$ cat config.mk
export PLATFORM = sky130hd
export DESIGN_NAME = lmls_align
export DESIGN_NICKNAME = d
export VERILOG_FILES = /design/src/hdl/lmls_pkg.sv /design/src/hdl/lmls_align.sv
export SDC_FILE = /design/constraint.sdc
export NUM_CORES = 1
export LEC_CHECK = 0
export ABC_AREA = 1
export BUFFER_PORTS_ARGS = -buffer_cell sky130_fd_sc_hd__buf_2
export CAP_MARGIN = 15
export CORE_MARGIN = 2
export CORE_UTILIZATION = 55
export DETAILED_ROUTE_END_ITERATION = 10
export PLACE_DENSITY = 0.93
export SYNTH_ARGS = -nofsm -noshare
export SYNTH_HDL_FRONTEND = slang
export SYNTH_SLANG_ARGS = --single-unit
$ cat constraint.sdc
create_clock -name vclk -period 8.7
set_clock_uncertainty 0.2 [all_clocks]
set_input_delay 1.74 -clock vclk [all_inputs]
set_output_delay 1.74 -clock vclk [all_outputs]
set_load 0.05 [all_outputs]
$ cat src/hdl/lmls_pkg.sv
// ----------------------------------------------------------------------------
// lmls_pkg
// Shared types, constants and access-form tables for the linear memory
// load/store core.
// ----------------------------------------------------------------------------
package lmls_pkg;

  localparam int MAX_PAGES  = 1;
  localparam int PAGE_BYTES = 65536;
  localparam int MEM_BYTES  = MAX_PAGES * PAGE_BYTES;
  localparam int ADDR_BITS  = $clog2(MEM_BYTES);
  localparam int LANES      = 8;
  localparam int LANE_BITS  = $clog2(LANES);
  localparam int ROW_BITS   = ADDR_BITS - LANE_BITS;
  localparam int ROWS       = MEM_BYTES / LANES;

  localparam logic OP_LOAD  = 1'b0;
  localparam logic OP_STORE = 1'b1;

  localparam logic REG_MEMORY_PAGES     = 1'b0;
  localparam logic REG_BOUNDS_CHECK_OFF = 1'b1;

  localparam logic [3:0] LOAD_KINDS  = 4'd14;
  localparam logic [3:0] STORE_KINDS = 4'd9;

  localparam logic [1:0] VT_I32 = 2'd0;
  localparam logic [1:0] VT_I64 = 2'd1;
  localparam logic [1:0] VT_F32 = 2'd2;
  localparam logic [1:0] VT_F64 = 2'd3;

  typedef logic [LANES-1:0][7:0] lane_data_t;

  // Per-access information carried from the bank access into result forming.
  typedef struct packed {
    logic                 zero;
    logic [LANE_BITS-1:0] lane0;
    logic [3:0]           len;
    logic                 sext;
    logic [1:0]           vtype;
    logic                 fault;
  } access_info_t;

  function automatic logic [3:0] load_len(input logic [3:0] kind);
    logic [3:0] len;
    unique case (kind)
      4'd0, 4'd2, 4'd12, 4'd13:       len = 4'd4;
      4'd1, 4'd3:                     len = 4'd8;
      4'd4, 4'd5, 4'd8, 4'd9:         len = 4'd1;
      4'd6, 4'd7, 4'd10, 4'd11:       len = 4'd2;
      default:                        len = 4'd0;
    endcase
    return len;
  endfunction

  function automatic logic [1:0] load_vtype(input logic [3:0] kind);
    logic [1:0] vt;
    unique case (kind)
      4'd1, 4'd8, 4'd9, 4'd10, 4'd11, 4'd12, 4'd13: vt = VT_I64;
      4'd2:                                         vt = VT_F32;
      4'd3:                                         vt = VT_F64;
      default:                                      vt = VT_I32;
    endcase
    return vt;
  endfunction

  function automatic logic load_signed(input logic [3:0] kind);
    return (kind == 4'd4) || (kind == 4'd6) || (kind == 4'd8) ||
           (kind == 4'd10) || (kind == 4'd12);
  endfunction

  function automatic logic [3:0] store_len(input logic [3:0] kind);
    logic [3:0] len;
    unique case (kind)
      4'd0, 4'd2, 4'd8: len = 4'd4;
      4'd1, 4'd3:       len = 4'd8;
      4'd4, 4'd6:       len = 4'd1;
      4'd5, 4'd7:       len = 4'd2;
      default:          len = 4'd0;
    endcase
    return len;
  endfunction

endpackage

$ cat src/hdl/lmls_align.sv
// ----------------------------------------------------------------------------
// lmls_align
// Rotate the bank read data into little-endian byte order, trim it to the
// access length and zero- or sign-extend it.
// ----------------------------------------------------------------------------
module lmls_align (
  input  lmls_pkg::lane_data_t   lane_data,
  input  lmls_pkg::access_info_t info,
  output logic [63:0]            value
);
  import lmls_pkg::*;

  logic [LANES-1:0][7:0] bytes;
  logic [63:0]           raw;
  logic [63:0]           ext;

  always_comb begin
    for (int i = 0; i < LANES; i++) begin
      bytes[i] = lane_data[info.lane0 + LANE_BITS'(i)];
    end
    raw = bytes;

    unique case (info.len)
      4'd1:    ext = info.sext ? {{56{raw[7]}},  raw[7:0]}  : {56'd0, raw[7:0]};
      4'd2:    ext = info.sext ? {{48{raw[15]}}, raw[15:0]} : {48'd0, raw[15:0]};
      4'd4:    ext = info.sext ? {{32{raw[31]}}, raw[31:0]} : {32'd0, raw[31:0]};
      4'd8:    ext = raw;
      default: ext = 64'd0;
    endcase

    // Narrow value types keep the upper word clear.
    if (info.vtype == VT_I32 || info.vtype == VT_F32) begin
      ext[63:32] = 32'd0;
    end

    value = info.zero ? 64'd0 : ext;
  end

endmodule

**Word-level counts from Yosys, hierarchy flattened**

Index checks and enable logic that the tools add are counted.

- Register bits after elaboration: 0
- Input port bits: 76
- Output and inout port bits: 64
- Logic and storage cells: 44

- Add/sub/neg operators: 7
- $lt $le $gt $ge: 8
- Equal/unequal tests: 5
- Multiplexer cells: 22
- Reductions and logical operators: 2

Operator list:

| kind | count |
|---|---|
| 64-bit 2-to-1 mux | 4 |
| 64-bit one-hot mux with 4 select lines | 1 |
| 8-bit binary-select mux with 3-bit select | 8 |
| 8-bit 2-to-1 mux | 8 |
| 3-bit by 4-bit < comparator with 1-bit output, second input constant | 8 |
| 32-bit 2-to-1 mux | 1 |
| 3-bit adder, second input constant | 4 |
| 3-bit by 2-bit adder with 3-bit output, second input constant | 2 |
| 4-bit by 1-bit == test with 1-bit output, second input constant | 1 |
| 4-bit by 2-bit == test with 1-bit output, second input constant | 1 |
| 4-bit by 3-bit == test with 1-bit output, second input constant | 1 |
| 4-bit == test, second input constant | 1 |
| 3-bit by 1-bit adder with 3-bit output, second input constant | 1 |
| 2-bit == test, second input constant | 1 |
| 2-bit zero test | 1 |
| 1-bit logical OR | 1 |

**Logic depth before layout (Yosys ltp)**

- Word-level depth: 7
- Gate-level depth with buffers: 15

**Worst setup path after synthesis**

No wires, ideal clock.

- Path kind: input -> output
- From: input port info[8] (netlist name)
- To: output port value[11]
- Arrival time: 4.058 ns
- Setup slack: 2.702 ns
- Cell stages on the path: 13
- Path buffers: 5
- Path through: inv_2 > buf_4 > buf_4 > buf_2 > ha_1 > inv_1 > buf_2 > buf_2 > nand3_1 > nand3_1 > nand2_1 > nand2_1 > a21oi_1

- Word-level cells in the longest chain between the ends: 6

RTL lines:

| item | line | text |
|---|---|---|
| start, declared | lmls_align.sv:8 | `input lmls_pkg::access_info_t info,` |
| 3-bit by 1-bit adder with 3-bit output | lmls_align.sv:19 | `bytes[i] = lane_data[info.lane0 + LANE_BITS'(i)];` |
| 8-bit binary-select mux with 3-bit select | lmls_align.sv:19 |  |
| 8-bit 2-to-1 mux (not written as such) | lmls_align.sv:19 |  |
| 64-bit 2-to-1 mux, on equally long branches | lmls_align.sv:26, lmls_align.sv:25 |  |
| 64-bit one-hot mux with 4 select lines (*) | lmls_align.sv:23 | `unique case (info.len)` |
| 64-bit 2-to-1 mux (*) | lmls_align.sv:36 | `value = info.zero ? 64'd0 : ext;` |
| end, declared | lmls_align.sv:9 | `output logic [63:0] value` |

Mark *: on every way between the ends. The rest lies on a longest branch, timed or not. The select of a mux whose other input is x is not followed.

**Final worst setup path**

- From: input port info[9] (netlist name)
- To: output port value[35]

- Word-level cells in the longest chain between the ends: 7

RTL lines:

| item | line | text |
|---|---|---|
| 3-bit by 2-bit adder with 3-bit output or 3-bit by 1-bit adder with 3-bit output (tied branches) | lmls_align.sv:19 |  |
| 8-bit binary-select mux with 3-bit select | lmls_align.sv:19 |  |
| 8-bit 2-to-1 mux (not written as such) | lmls_align.sv:19 |  |
| 64-bit 2-to-1 mux, on equally long branches | lmls_align.sv:26, lmls_align.sv:25 |  |
| 64-bit one-hot mux with 4 select lines (*) | lmls_align.sv:23 |  |
| 32-bit 2-to-1 mux (*) | lmls_align.sv:32 | `if (info.vtype == VT_I32 \|\| info.vtype == VT_F32) begin` |
| 64-bit 2-to-1 mux (*) | lmls_align.sv:36 |  |

Marked as above.

==> flow_summary.json <==
{
  "grt_overflow": 0,
  "grt_pass1_vias": 4475,
  "power_w": 0.000246,
  "syn_area_um2": 3320,
  "synth_top_area_share_pct": 38.0,
  "maxSlewViolCount": 0,
  "hold_path_depth": 3,
  "final.min_clock_period_ns": 7.31,
  "worstSetupPathType": "in2out",
  "syn_to_final_growth_pct": 15.9,
  "drive_gt1_share_pct": 18.5,
  "worstPathRequired_ns": 6.76,
  "outcome": "finished clean",
  "rsz0062_at_grt": "no",
  "power_density_nw_per_um2": 63.9,
  "antenna_found_initial": 0,
  "period_share_pct": 84.0,
  "place_congestion": 1.10,
  "fin_tns_setup_ns": 0,
  "start_util_pct": 56.4,
  "firstDrtPassIters": 6,
  "register_area_um2": 0,
  "drtIter0Drc": 901,
  "setup_viol_count_final": 0,
  "slowest_delay_ns": 0.52,
  "cts_hold_buf": 0,
  "core_area_um2": 5890,
  "maxSlewHeadroom_pct": 25.7,
  "tightest_slew_ns": 1.11,
  "ir_worst_vdd_v": 0.0000613,
  "ctsResizeCount": 0,
  "drt_wl_total_mm": 13.0,
  "syn_inst": 751,
  "io_pins": 140,
  "synth_warnings": 0,
  "maxCapViolCount": 0,
  "hold-worst-slack_ns": 3.69,
  "crit_top_cell": "buf_4",
  "grt.total_usage_pct": 38.6,
  "synthDistinctLibCells": 18,
  "clkbuf_count": 0,
  "numPortBuffers": 138,
  "detail_route.vias_per_cell": 6.00,
  "seq_cells": 0,
  "num-fill-cells": 633,
  "die_y_um": 81.7,
  "final_area_um2": 3850,
  "min_to": "value[12]",
  "die_x_um": 81.7,
  "place_hpwl_mm": 9.75,
  "rows": 28,
  "drt-wirelength-per-cell_um": 14.2,
  "ys_seq_area_share_pct": 0,
  "synthTopCellsByArea": "nand2_1, nand3_1, nor2_1",
  "drtAntennaViolNets": 0,
  "arrival_ns": 5.37,
  "dieArea_um2": 6680,
  "netlist.top_cell.by_area": "nand2_1",
  "startpoint_type": "input port",
  "post_dp_cell_area_um2": 3850,
  "cellLeakagePower_nw": 2.49,
  "finalHoldViolCount": 0,
  "crit_slowest_cell": "nand2_2",
  "post_cts_buffers": 0,
  "grt_pass1_wl_mm": 20.6,
  "hold_start": "info[11]",
  "vias": 5500,
  "grt_max_degree": 67,
  "clock.fmax_mhz": 137,
  "avgSynthCellArea_um2": 4.42,
  "cp-end-kind": "primary output",
  "diodes": 0,
  "hp-class": "in2out",
  "syn_nets": 829,
  "crit_fanout": 35,
  "drcViolationCount": 0,
  "final_nets": 921,
  "crit_chain": "buf_2 > buf_4 > inv_2 > ha_1 > buf_4 > inv_1 > buf_4 > nand3_1 > nand3_1 > nand2_1 > nand2_2 > nand2_2 > nor2_1 > nor2_1 > buf_2"
}
critical path: cells and delay by family:
kind / cells / cell delay, ns
buffers and inverters: 7 / 1.78
adders and majority gates: 1 / 0.38
and+or+nand+nor: 7 / 1.44
cells in the mapped netlist, drive strengths merged:
library cell  count
xor2              1
inv              28
a21oi            16
nor2             72
buf              37
xnor2             2
nand3           234
clkbuf           16
nand2           341
ha                2
nand3b            1
clkinv            1
layer usage:
metal,vias to the layer above,track usage (%),wire length (um)
li1,2624,-,-
met1,2320,49.3,4620
met2,467,63.9,5660
met3,89,3.63,1730
met4,0,20.8,959
met5,-,0,0
placed cells by master (no fill, tap or decap):
cell / synthesis / layout
a21oi_1: 16 / 16
xor2_4: 1 / 1
clkinv_1: 1 / 1
inv_2: 5 / 5
nand3b_1: 1 / 1
inv_1: 23 / 23
nand3_1: 234 / 234
nand2_2: 5 / 5
buf_2: 23 / 138
nor2_1: 72 / 72
buf_4: 4 / 5
nand2_1: 336 / 336
xnor2_4: 1 / 1
xnor2_2: 1 / 1
ha_1: 2 / 2
stage by stage:
stage               std cells  setup WS [ns]  util, %
finish                    916           1.39     65.4
global route              916           1.10     65.4
CTS                       916           1.53     65.4
detailed placement        916           1.53     65.4
global placement          916           1.57     65.4
floorplan                 751           2.70        -
kinds of logic (layout without fill, tap and decap cells):
kind of cell             after synthesis  count (layout)  synth area share, %
buffers and inverters                 82             172                 12.2
AND/OR/NAND/NOR                      648             648                 82.5
AO/OA/AOI/OAI                         16              16                 2.41
adder cells (fa/ha/maj)                2               2                0.753
XOR/XNOR                               3               3                 2.15
cell type report:
type	count	area, um^2	share of cell area [%]
multi-input combinational	669	2920	75.8
timing repair buffer	143	728	18.9
tap	75	93.8	2.44
inverter	29	109	2.83
where the power goes:
group | switching [W] | total, W | internal, W
registers | 0 | 0 | 0
logic | 0.000173 | 0.000246 | 0.0000725
clock network | 0 | 0 | 0
how the worst max path moves through the flow:
stage,startpoint,end,slack [ns]
finish,info[9],value[35],1.39
global route,info[9],value[33],1.10
CTS,info[9],value[33],1.53
detailed placement,info[9],value[33],1.53
global placement,info[9],value[33],1.57
floorplan,info[8],value[11],2.70
(Power assumes the default switching activity.)
